**src/hw/rtl/shabh_pkg.sv**
```systemverilog
// shared constants, types and round functions for the sha-256/224 byte hasher
`timescale 1ns / 1ps

package shabh_pkg;

   localparam int WORD_W  = 32;
   localparam int BYTE_W  = 8;
   localparam int BLK_W   = 512;
   localparam int FILL_W  = 6;
   localparam int CNT_W   = 61;
   localparam int LEN_W   = 64;
   localparam int RND_W   = 6;
   localparam int IDX_W   = 3;
   localparam int NWORDS  = 8;

   localparam logic [FILL_W-1:0] FILL_MAX  = 6'd63;
   localparam logic [FILL_W-1:0] LEN_POS   = 6'd56;
   localparam logic [RND_W-1:0]  RND_LAST  = 6'd63;
   localparam logic [BYTE_W-1:0] PAD_MARK  = 8'h80;
   localparam logic [IDX_W-1:0]  LAST_256  = 3'd7;
   localparam logic [IDX_W-1:0]  LAST_224  = 3'd6;

   localparam logic MODE_256 = 1'b0;
   localparam logic MODE_224 = 1'b1;

   localparam logic ACT_ABSORB = 1'b0;
   localparam logic ACT_FINISH = 1'b1;

   typedef enum logic [5:0] {
      ST_IDLE  = 6'b000001,
      ST_PAD   = 6'b000010,
      ST_LEN   = 6'b000100,
      ST_ROUND = 6'b001000,
      ST_ADD   = 6'b010000,
      ST_OUT   = 6'b100000
   } state_type;

   typedef logic [WORD_W-1:0] word_type;

   localparam word_type IV256 [NWORDS] = '{
      32'h6a09e667, 32'hbb67ae85, 32'h3c6ef372, 32'ha54ff53a,
      32'h510e527f, 32'h9b05688c, 32'h1f83d9ab, 32'h5be0cd19
   };

   localparam word_type IV224 [NWORDS] = '{
      32'hc1059ed8, 32'h367cd507, 32'h3070dd17, 32'hf70e5939,
      32'hffc00b31, 32'h68581511, 32'h64f98fa7, 32'hbefa4fa4
   };

   localparam word_type ROUND_K [64] = '{
      32'h428a2f98, 32'h71374491, 32'hb5c0fbcf, 32'he9b5dba5,
      32'h3956c25b, 32'h59f111f1, 32'h923f82a4, 32'hab1c5ed5,
      32'hd807aa98, 32'h12835b01, 32'h243185be, 32'h550c7dc3,
      32'h72be5d74, 32'h80deb1fe, 32'h9bdc06a7, 32'hc19bf174,
      32'he49b69c1, 32'hefbe4786, 32'h0fc19dc6, 32'h240ca1cc,
      32'h2de92c6f, 32'h4a7484aa, 32'h5cb0a9dc, 32'h76f988da,
      32'h983e5152, 32'ha831c66d, 32'hb00327c8, 32'hbf597fc7,
      32'hc6e00bf3, 32'hd5a79147, 32'h06ca6351, 32'h14292967,
      32'h27b70a85, 32'h2e1b2138, 32'h4d2c6dfc, 32'h53380d13,
      32'h650a7354, 32'h766a0abb, 32'h81c2c92e, 32'h92722c85,
      32'ha2bfe8a1, 32'ha81a664b, 32'hc24b8b70, 32'hc76c51a3,
      32'hd192e819, 32'hd6990624, 32'hf40e3585, 32'h106aa070,
      32'h19a4c116, 32'h1e376c08, 32'h2748774c, 32'h34b0bcb5,
      32'h391c0cb3, 32'h4ed8aa4a, 32'h5b9cca4f, 32'h682e6ff3,
      32'h748f82ee, 32'h78a5636f, 32'h84c87814, 32'h8cc70208,
      32'h90befffa, 32'ha4506ceb, 32'hbef9a3f7, 32'hc67178f2
   };

   function automatic word_type bsig0(input word_type x);
      return {x[1:0], x[31:2]} ^ {x[12:0], x[31:13]} ^ {x[21:0], x[31:22]};
   endfunction

   function automatic word_type bsig1(input word_type x);
      return {x[5:0], x[31:6]} ^ {x[10:0], x[31:11]} ^ {x[24:0], x[31:25]};
   endfunction

   function automatic word_type ssig0(input word_type x);
      return {x[6:0], x[31:7]} ^ {x[17:0], x[31:18]} ^ (x >> 3);
   endfunction

   function automatic word_type ssig1(input word_type x);
      return {x[16:0], x[31:17]} ^ {x[18:0], x[31:19]} ^ (x >> 10);
   endfunction

   function automatic word_type init_word(input logic mode, input logic [IDX_W-1:0] idx);
      return (mode == MODE_224) ? IV224[idx] : IV256[idx];
   endfunction

endpackage

```
**src/hw/rtl/sha256_byte_hasher.sv**
```systemverilog
// sha-256/224 byte-stream hasher with one shared round unit
//
//  channel | dir | handshake              | payload
//  req     | in  | req_valid / req_ready  | req_action, req_data_byte
//  rsp     | out | rsp_valid / rsp_ready  | rsp_digest_word, rsp_word_index, rsp_last
//  csr     | in  | csr_valid / csr_ready  | csr_digest_mode
//
//  an absorb byte is taken only when idle; the 64th byte of a block starts a compression of
//  64 rounds on the shared round unit and one chaining add, during which no byte is taken
//  finish: pad mark and zero bytes, compressing a full block if needed, then the length bytes,
//  a compression of the final block, and then the digest words on rsp, one per transfer
//  reset loads the sha-256 initial words and selects sha-256; no clearing pass
//  a stalled rsp holds its output register; req and csr are taken only when idle
`timescale 1ns / 1ps

module sha256_byte_hasher (
   input  logic                              clock,
   input  logic                              reset,
   input  logic                              req_valid,
   output logic                              req_ready,
   input  logic                              req_action,
   input  logic [shabh_pkg::BYTE_W-1:0]      req_data_byte,
   output logic                              rsp_valid,
   input  logic                              rsp_ready,
   output logic [shabh_pkg::WORD_W-1:0]      rsp_digest_word,
   output logic [shabh_pkg::IDX_W-1:0]       rsp_word_index,
   output logic                              rsp_last,
   input  logic                              csr_valid,
   output logic                              csr_ready,
   input  logic                              csr_digest_mode
);
   import shabh_pkg::*;

   state_type            state_ff, state_in;
   state_type            ret_ff, ret_in;
   logic                 mode_ff, mode_in;
   word_type             h_ff [NWORDS];
   word_type             h_in [NWORDS];
   word_type             v_ff [NWORDS];
   word_type             v_in [NWORDS];
   logic [BLK_W-1:0]     blk_ff, blk_in;
   logic [FILL_W-1:0]    fill_ff, fill_in;
   logic [CNT_W-1:0]     cnt_ff, cnt_in;
   logic [LEN_W-1:0]     len_ff, len_in;
   logic [RND_W-1:0]     rnd_ff, rnd_in;
   logic [IDX_W-1:0]     oidx_ff, oidx_in;
   logic                 rsp_valid_ff, rsp_valid_in;
   word_type             rsp_word_ff, rsp_word_in;
   logic [IDX_W-1:0]     rsp_idx_ff, rsp_idx_in;
   logic                 rsp_last_ff, rsp_last_in;

   word_type             w0, w1, w9, w14, w_new;
   word_type             t1, t2, ch, maj;
   logic [IDX_W-1:0]     last_idx;
   logic                 out_last;

   // message schedule taps and one round
   always_comb begin
      w0    = blk_ff[BLK_W-1 -: WORD_W];
      w1    = blk_ff[BLK_W-1-WORD_W -: WORD_W];
      w9    = blk_ff[BLK_W-1-9*WORD_W -: WORD_W];
      w14   = blk_ff[BLK_W-1-14*WORD_W -: WORD_W];
      w_new = w0 + ssig0(w1) + w9 + ssig1(w14);
      ch    = (v_ff[4] & v_ff[5]) ^ (~v_ff[4] & v_ff[6]);
      maj   = (v_ff[0] & v_ff[1]) ^ (v_ff[0] & v_ff[2]) ^ (v_ff[1] & v_ff[2]);
      t1    = v_ff[7] + bsig1(v_ff[4]) + ch + ROUND_K[rnd_ff] + w0;
      t2    = bsig0(v_ff[0]) + maj;
   end

   assign last_idx  = (mode_ff == MODE_224) ? LAST_224 : LAST_256;
   assign out_last  = (oidx_ff == last_idx);
   assign csr_ready = (state_ff == ST_IDLE);
   assign req_ready = (state_ff == ST_IDLE) && !csr_valid;

   always_comb begin
      state_in     = state_ff;
      ret_in       = ret_ff;
      mode_in      = mode_ff;
      h_in         = h_ff;
      v_in         = v_ff;
      blk_in       = blk_ff;
      fill_in      = fill_ff;
      cnt_in       = cnt_ff;
      len_in       = len_ff;
      rnd_in       = rnd_ff;
      oidx_in      = oidx_ff;
      rsp_valid_in = rsp_valid_ff && !rsp_ready;
      rsp_word_in  = rsp_word_ff;
      rsp_idx_in   = rsp_idx_ff;
      rsp_last_in  = rsp_last_ff;

      unique case (state_ff)
         ST_IDLE: begin
            if (csr_valid) begin
               mode_in = csr_digest_mode;
               for (int i = 0; i < NWORDS; i++) begin
                  h_in[i] = init_word(csr_digest_mode, IDX_W'(i));
               end
               fill_in = '0;
               cnt_in  = '0;
            end else if (req_valid) begin
               fill_in = FILL_W'(fill_ff + 1'b1);
               if (req_action == ACT_ABSORB) begin
                  blk_in = {blk_ff[BLK_W-BYTE_W-1:0], req_data_byte};
                  cnt_in = CNT_W'(cnt_ff + 1'b1);
                  ret_in = ST_IDLE;
               end else begin
                  blk_in   = {blk_ff[BLK_W-BYTE_W-1:0], PAD_MARK};
                  len_in   = {cnt_ff, 3'b000};
                  ret_in   = ST_PAD;
                  state_in = ST_PAD;
               end
               if (fill_ff == FILL_MAX) begin
                  v_in     = h_ff;
                  rnd_in   = '0;
                  state_in = ST_ROUND;
               end
            end
         end
         ST_PAD: begin
            if (fill_ff == LEN_POS) begin
               state_in = ST_LEN;
            end else begin
               blk_in  = {blk_ff[BLK_W-BYTE_W-1:0], {BYTE_W{1'b0}}};
               fill_in = FILL_W'(fill_ff + 1'b1);
               if (fill_ff == FILL_MAX) begin
                  v_in     = h_ff;
                  rnd_in   = '0;
                  ret_in   = ST_PAD;
                  state_in = ST_ROUND;
               end
            end
         end
         ST_LEN: begin
            blk_in  = {blk_ff[BLK_W-BYTE_W-1:0], len_ff[LEN_W-1 -: BYTE_W]};
            len_in  = {len_ff[LEN_W-BYTE_W-1:0], {BYTE_W{1'b0}}};
            fill_in = FILL_W'(fill_ff + 1'b1);
            if (fill_ff == FILL_MAX) begin
               v_in     = h_ff;
               rnd_in   = '0;
               ret_in   = ST_OUT;
               state_in = ST_ROUND;
            end
         end
         ST_ROUND: begin
            v_in[7] = v_ff[6];
            v_in[6] = v_ff[5];
            v_in[5] = v_ff[4];
            v_in[4] = v_ff[3] + t1;
            v_in[3] = v_ff[2];
            v_in[2] = v_ff[1];
            v_in[1] = v_ff[0];
            v_in[0] = t1 + t2;
            blk_in  = {blk_ff[BLK_W-WORD_W-1:0], w_new};
            rnd_in  = RND_W'(rnd_ff + 1'b1);
            if (rnd_ff == RND_LAST) begin
               rnd_in   = '0;
               state_in = ST_ADD;
            end
         end
         ST_ADD: begin
            for (int i = 0; i < NWORDS; i++) begin
               h_in[i] = h_ff[i] + v_ff[i];
            end
            state_in = ret_ff;
         end
         ST_OUT: begin
            if (!rsp_valid_ff || rsp_ready) begin
               rsp_valid_in = 1'b1;
               rsp_word_in  = h_ff[oidx_ff];
               rsp_idx_in   = oidx_ff;
               rsp_last_in  = out_last;
               oidx_in      = IDX_W'(oidx_ff + 1'b1);
               if (out_last) begin
                  for (int i = 0; i < NWORDS; i++) begin
                     h_in[i] = init_word(mode_ff, IDX_W'(i));
                  end
                  oidx_in  = '0;
                  fill_in  = '0;
                  cnt_in   = '0;
                  state_in = ST_IDLE;
               end
            end
         end
         default: begin
            state_in = ST_IDLE;
         end
      endcase
   end

   always_ff @(posedge clock) begin
      if (reset) begin
         state_ff     <= ST_IDLE;
         ret_ff       <= ST_IDLE;
         mode_ff      <= MODE_256;
         for (int i = 0; i < NWORDS; i++) begin
            h_ff[i] <= IV256[i];
         end
         fill_ff      <= '0;
         cnt_ff       <= '0;
         rnd_ff       <= '0;
         oidx_ff      <= '0;
         rsp_valid_ff <= 1'b0;
      end else begin
         state_ff     <= state_in;
         ret_ff       <= ret_in;
         mode_ff      <= mode_in;
         h_ff         <= h_in;
         fill_ff      <= fill_in;
         cnt_ff       <= cnt_in;
         rnd_ff       <= rnd_in;
         oidx_ff      <= oidx_in;
         rsp_valid_ff <= rsp_valid_in;
      end
   end

   always_ff @(posedge clock) begin
      v_ff        <= v_in;
      blk_ff      <= blk_in;
      len_ff      <= len_in;
      rsp_word_ff <= rsp_word_in;
      rsp_idx_ff  <= rsp_idx_in;
      rsp_last_ff <= rsp_last_in;
   end

   assign rsp_valid       = rsp_valid_ff;
   assign rsp_digest_word = rsp_word_ff;
   assign rsp_word_index  = rsp_idx_ff;
   assign rsp_last        = rsp_last_ff;

   // round counter only moves during compression
   a_rnd_idle: assert property (@(posedge clock) disable iff (reset)
      (state_ff != ST_ROUND) |-> (rnd_ff == '0))
      else $error("round counter nonzero outside compression");

   // digest is read out only after the final block was absorbed
   a_out_fill: assert property (@(posedge clock) disable iff (reset)
      (state_ff == ST_OUT) |-> (fill_ff == '0))
      else $error("digest readout with a partial block");

   // length bytes land in the last eight byte slots
   a_len_pos: assert property (@(posedge clock) disable iff (reset)
      (state_ff == ST_LEN) |-> (fill_ff[5:3] == 3'b111))
      else $error("length bytes out of place");

   // last marker only on the final word of either digest size
   a_last_idx: assert property (@(posedge clock) disable iff (reset)
      (rsp_valid_ff && rsp_last_ff) |-> (rsp_idx_ff == LAST_224 || rsp_idx_ff == LAST_256))
      else $error("last marker on an inner digest word");

   // entering compression starts from round zero
   a_rnd_start: assert property (@(posedge clock) disable iff (reset)
      (state_ff == ST_ROUND) && $past(state_ff != ST_ROUND) |-> (rnd_ff == '0))
      else $error("compression entered mid round");

endmodule

```
**config.mk**
```make
export PLATFORM = sky130hd
export DESIGN_NAME = sha256_byte_hasher
export DESIGN_NICKNAME = d
export VERILOG_FILES = /design/src/hw/rtl/shabh_pkg.sv /design/src/hw/rtl/sha256_byte_hasher.sv
export SDC_FILE = /design/constraint.sdc
export NUM_CORES = 2
export LEC_CHECK = 0
export BUFFER_PORTS_ARGS = -buffer_cell sky130_fd_sc_hd__buf_2
export CORE_MARGIN = 2
export CORE_UTILIZATION = 49
export CTS_BUF_LIST = sky130_fd_sc_hd__clkbuf_8 sky130_fd_sc_hd__clkbuf_16
export CTS_CLUSTER_SIZE = 8
export DETAILED_ROUTE_END_ITERATION = 10
export GPL_TIMING_DRIVEN = 0
export PLACE_DENSITY = 0.69
export REMOVE_ABC_BUFFERS = 1
export SYNTH_ARGS = -nofsm -noshare
export SYNTH_HDL_FRONTEND = slang
export SYNTH_SLANG_ARGS = --single-unit
```
**constraint.sdc**
```tcl
create_clock -name clock -period 28.4 [get_ports clock]
set_input_delay 4.26 -clock clock [delete_from_list [all_inputs] [get_ports clock]]
set_output_delay 4.26 -clock clock [all_outputs]
set_load 0.02 [all_outputs]
```
**Yosys cells after proc, flatten, opt, wreduce, memory -nomap -nowiden**

Memory sizes are Yosys's and may differ from the RTL's.
Cells that the tools add are included.

- Flip-flop bits (word level): 1214
- Bits in read-only memories: 2048
- Input port bits: 15
- Output and inout bits: 39
- Word-level logic and storage cells: 195
- Memories kept: 1

- Add/subtract/negate cells: 22
- Magnitude comparators: 2
- Equal/unequal tests: 23
- Multiplexer cells: 78
- Bitwise gates (word level): 19
- Reduce and logical (&&, ||, !) cells: 21

Memories:

| memory | depth | bits a word | read ports | clocked after Yosys merged registers in | wr ports | line | RTL |
|---|---|---|---|---|---|---|---|
| (name not given) | 64 | 32 | 1 | 0 | 0 | sha256_byte_hasher.sv:66 | `t1 = v_ff[7] + bsig1(v_ff[4]) + ch + ROUND_K[rnd_ff] + w0;` |

Operator list:

| operator | number |
|---|---|
| one-hot mux 512 bit (4 select lines) | 1 |
| two-way mux 256 bit | 7 |
| two-way mux 512 bit | 3 |
| one-hot mux 256 bit (4 select lines) | 1 |
| one-hot mux 256 bit (3 select lines) | 1 |
| adder 32 bit | 18 |
| two-way mux 32 bit | 14 |
| two-way mux 61 bit | 5 |
| bitwise XOR 32 bit | 9 |
| two-way mux 64 bit | 3 |
| bitwise AND 32 bit | 5 |
| two-way mux 6 bit | 24 |
| one-hot mux 64 bit (2 select lines) | 1 |
| two-way mux 31 bit | 4 |
| one-hot mux 61 bit (2 select lines) | 1 |
| binary-select mux 32 bit (select 3 bit) | 1 |
| adder 61 x 1 -> 61 bit, second input constant | 1 |
| two-way mux 28 bit | 2 |
| one-hot mux 6 bit (4 select lines) | 2 |
| one-hot mux 6 bit (6 select lines) | 1 |
| NOT 32 bit | 1 |
| bitwise XOR 32 x 22 -> 32 bit | 1 |
| bitwise XOR 32 x 29 -> 32 bit | 1 |
| == test 6 bit, second input constant | 4 |
| 30 further kinds | 54 |

**Logic depth before layout (Yosys ltp)**

- Depth after elaboration: 8
- Gate-level depth with buffers: 40
- Gate-level depth less buffers: 38

**Worst setup path before layout**

No wires, ideal clock.

- Path kind: input to register
- Start: input port req_valid
- End: register rnd_ff[5]
- Setup time: 0.320 ns
- Arrival time: 25.928 ns
- Required time: 28.080 ns
- Setup slack: 2.152 ns
- Cell stages on the path: 6
- Path buffers: 0
- Cell sequence: nor2b_1 o21a_1 and2_1 o21ai_0 inv_1 a311oi_1

- Cells in the longest elaborated chain, start to end: 2

RTL lines:

| item | line | RTL |
|---|---|---|
| start: declaration | sha256_byte_hasher.sv:19 | `input logic req_valid,` |
| inequality test 2 bit (no line) | -- |  |
| AND reduction 4 bit (no line) | -- |  |
| end signal: assignment | sha256_byte_hasher.sv:211 | `rnd_ff <= rnd_in;` |
| end: declaration | sha256_byte_hasher.sv:45 | `logic [RND_W-1:0] rnd_ff, rnd_in;` |

No other way between the ends.
A chain may end at the register's enable or synchronous reset.

==> flow_summary.json <==
{
  "clockBufferDepth": 3,
  "cp-end-kind": "flop",
  "p_leak_uw": 0.0369,
  "synth_commonest_cells": "nand2_1 (2,388), edfxtp_1 (865), o21ai_0 (531), inv_1 (496), a21oi_1 (449)",
  "syn_inst": 8707,
  "yosysWarnings": 0,
  "cts_post_setup_buffers_inserted": 0,
  "synth_area_leader_cell": "edfxtp_1",
  "yosys.cell_count.top_type": "nand2_1",
  "cts_tree": "done",
  "wl_per_cell_um": 21.8,
  "finalSetupViolations": 0,
  "path_max_fanout": 33,
  "min_period_ps": 11570,
  "first_iter_violations": 6701,
  "cts_sinks": 1208,
  "place.gp.congestion": 0.948,
  "netlist_area_sq_um": 78600,
  "cp-start-kind": "flop",
  "synth_area_per_cell_sq_um": 9.03,
  "rsz0062_at_grt": "false",
  "vias": 63500,
  "outcome": "finished clean",
  "post_cts_resized": 0,
  "wirelength_um": 235000,
  "dieArea_sq_um": 164000,
  "cts_max_level": 4,
  "fill_cells": 14100,
  "synth_edf_count": 865,
  "grt_pass1_wl_um": 359000,
  "die_h_um": 405,
  "rrSetupSlack_ps": 16830,
  "grt_use_total_pct": 28.4,
  "cp_data_required_time_ps": 28940,
  "holdWs_ps": 480,
  "max_freq_mhz": 86.4,
  "crit_top_cell": "inv_1",
  "grt_pass1_vias": 60100,
  "insertion_delay_ps": 870,
  "clk_pin_slew_worst_paths_ps": 50,
  "layoutNonFillerInstCount": 10800,
  "grtUsageMet1_pct": 40.2,
  "async_reset_ff_share_pct": 0,
  "path_class": "reg -> reg",
  "overflow": 0,
  "grt_start_max_net_pins": 95,
  "post_synth_main_area_contributors": "edfxtp_1 (33%), nand2_1 (11%), dfxtp_1 (8.7%)",
  "ios": 54,
  "place_ws_ps": 17290,
  "antenna_found_initial": 3,
  "cts_root_buffer": "clkbuf_16",
  "synth_cell_types": 92,
  "fp-row-count": 147,
  "worst_slack_ps": 16830,
  "synth-main-ff-cell": "edfxtp_1",
  "cp_slowest_cell": "dfxtp_1",
  "floorplan.initialDensity_pct": 49.1,
  "ant_nets": 0,
  "synth_top_area_share_pct": 33.0,
  "syn_to_final_growth_pct": 11.3,
  "grtUsageMet2_pct": 42.7,
  "fin_skew_ps": 75.1,
  "placedCellCount": 10500,
  "dr.pass1.iters": 7,
  "synth_seq_cells": 1208,
  "hold_violations": 0,
  "tightest_slew_ps": 1450,
  "cts_hold_buf": 0,
  "core_area_sq_um": 160000,
  "finalCritPeriodShare_pct": 40.7,
  "slew_viol_final": 0,
  "numCtsBuffers": 171,
  "via_per_inst": 5.87,
  "diodes": 0,
  "p_per_area_nw_per_um2": 63.5,
  "maxCapViolations": 0,
  "nets": 9217,
  "setup_tns_ps": 0,
  "holdCritPathClass": "reg -> reg",
  "grtUsageMet3_pct": 5.63,
  "drive_gt1_share_pct": 6.69,
  "die_w_um": 405,
  "vdd_ir_drop_max_uv": 60.6,
  "cpPeakStageDelay_ps": 1280,
  "drc": 0,
  "relSlewSlack_pct": 3.40,
  "port-buffer-count": 53,
  "dpl.hpwl_um": 173000,
  "yosysSeqAreaShare_pct": 41.8,
  "finalPower_uw": 5550,
  "gr-max-usage-layer": "met2",
  "cp.arrival_ps": 12110
}
==> layer usage <==
| layer | wire (um) | up-vias |
|---|---|---|
| met5 | 24 | - |
| met4 | 9720 | 4 |
| met3 | 20500 | 470 |
| met2 | 103000 | 2684 |
| met1 | 102000 | 30500 |
| li1 | - | 29800 |
==> sequential cells by signal (all words and copies together) (netlist names) <==
register	flops
state_ff	6
rsp_last	1
ret_ff	3
len_ff	61
h_ff	256
mode_ff	1
v_ff	256
rnd_ff	6
blk_ff	512
rsp_valid	1
rsp_word_index	3
cnt_ff	61
fill_ff	6
rsp_digest_word	32
oidx_ff	3
==> logic make-up after synthesis <==
family / after synthesis / share of synthesized area [%]
AO/OA/AOI/OAI: 1803 / 14.4
XOR/XNOR: 627 / 6.98
adder cells (fa/ha/maj): 597 / 11.4
buffers and inverters: 974 / 4.66
flip-flops: 1208 / 41.8
multiplexers: 154 / 3.16
AND/OR/NAND/NOR: 3344 / 17.7
==> critical path: cells and delay by family (launching register included) <==
family | cells | cell delay, ps
AO/OA/AOI/OAI | 16 | 4520
XOR/XNOR | 2 | 480
adder cells (fa/ha/maj) | 6 | 3030
buffers and inverters | 5 | 1000
flip-flops | 1 | 1280
multiplexers | 1 | 150
AND/OR/NAND/NOR | 5 | 780
==> path summary, 6_finish.rpt <==
kind / start / end / cells past startpoint
max: rnd_ff[0] / v_ff[255] / 35
min: ret_ff[0] / ret_ff[0] / 1
min reg2reg: ret_ff[0] / ret_ff[0] / 1
max reg2reg: rnd_ff[0] / v_ff[255] / 35
==> power breakdown <==
group	switching, uW	total, uW	internal (uW)
sequential	140	2320	2180
clock	821	1920	1100
combinational	829	1320	492
total	1790	5550	3760
==> metrics by stage <==
| stage | utilization, % | cell area [sq um] |
|---|---|---|
| 2_1_floorplan | - | 76800 |
| 4_1_cts | 54.7 | 87500 |
| 6_report | 54.7 | 87500 |
| 3_5_place_dp | 51.5 | 82500 |
| 3_3_place_gp | 49.8 | 79700 |
| 5_1_grt | 54.7 | 87500 |
==> final cells by class <==
cell class | count | area, sq um | share of cell area (%)
multi-input cells | 6525 | 42200 | 48.3
flip-flops and latches | 1208 | 32900 | 37.5
clock buffers | 173 | 4320 | 4.93
repair buffers | 204 | 2890 | 3.30
well taps | 2086 | 2610 | 2.98
inverters | 497 | 1870 | 2.14
clock inverters | 121 | 736 | 0.841
==> layout by cell type (no fill, tap or decap), types with 97 or more instances in the layout <==
cell / count
inv_1: 597
clkbuf_16: 172
xnor2_1: 362
nand2_1: 2387
dfxtp_1: 336
a21oi_1: 447
nor2_1: 373
edfxtp_1: 865
ha_1: 400
xor2_1: 265
nand2b_1: 114
fa_1: 195
nand3_1: 97
a21o_1: 223
o21ai_0: 528
Note: power is estimated with default switching activity, not from simulation.
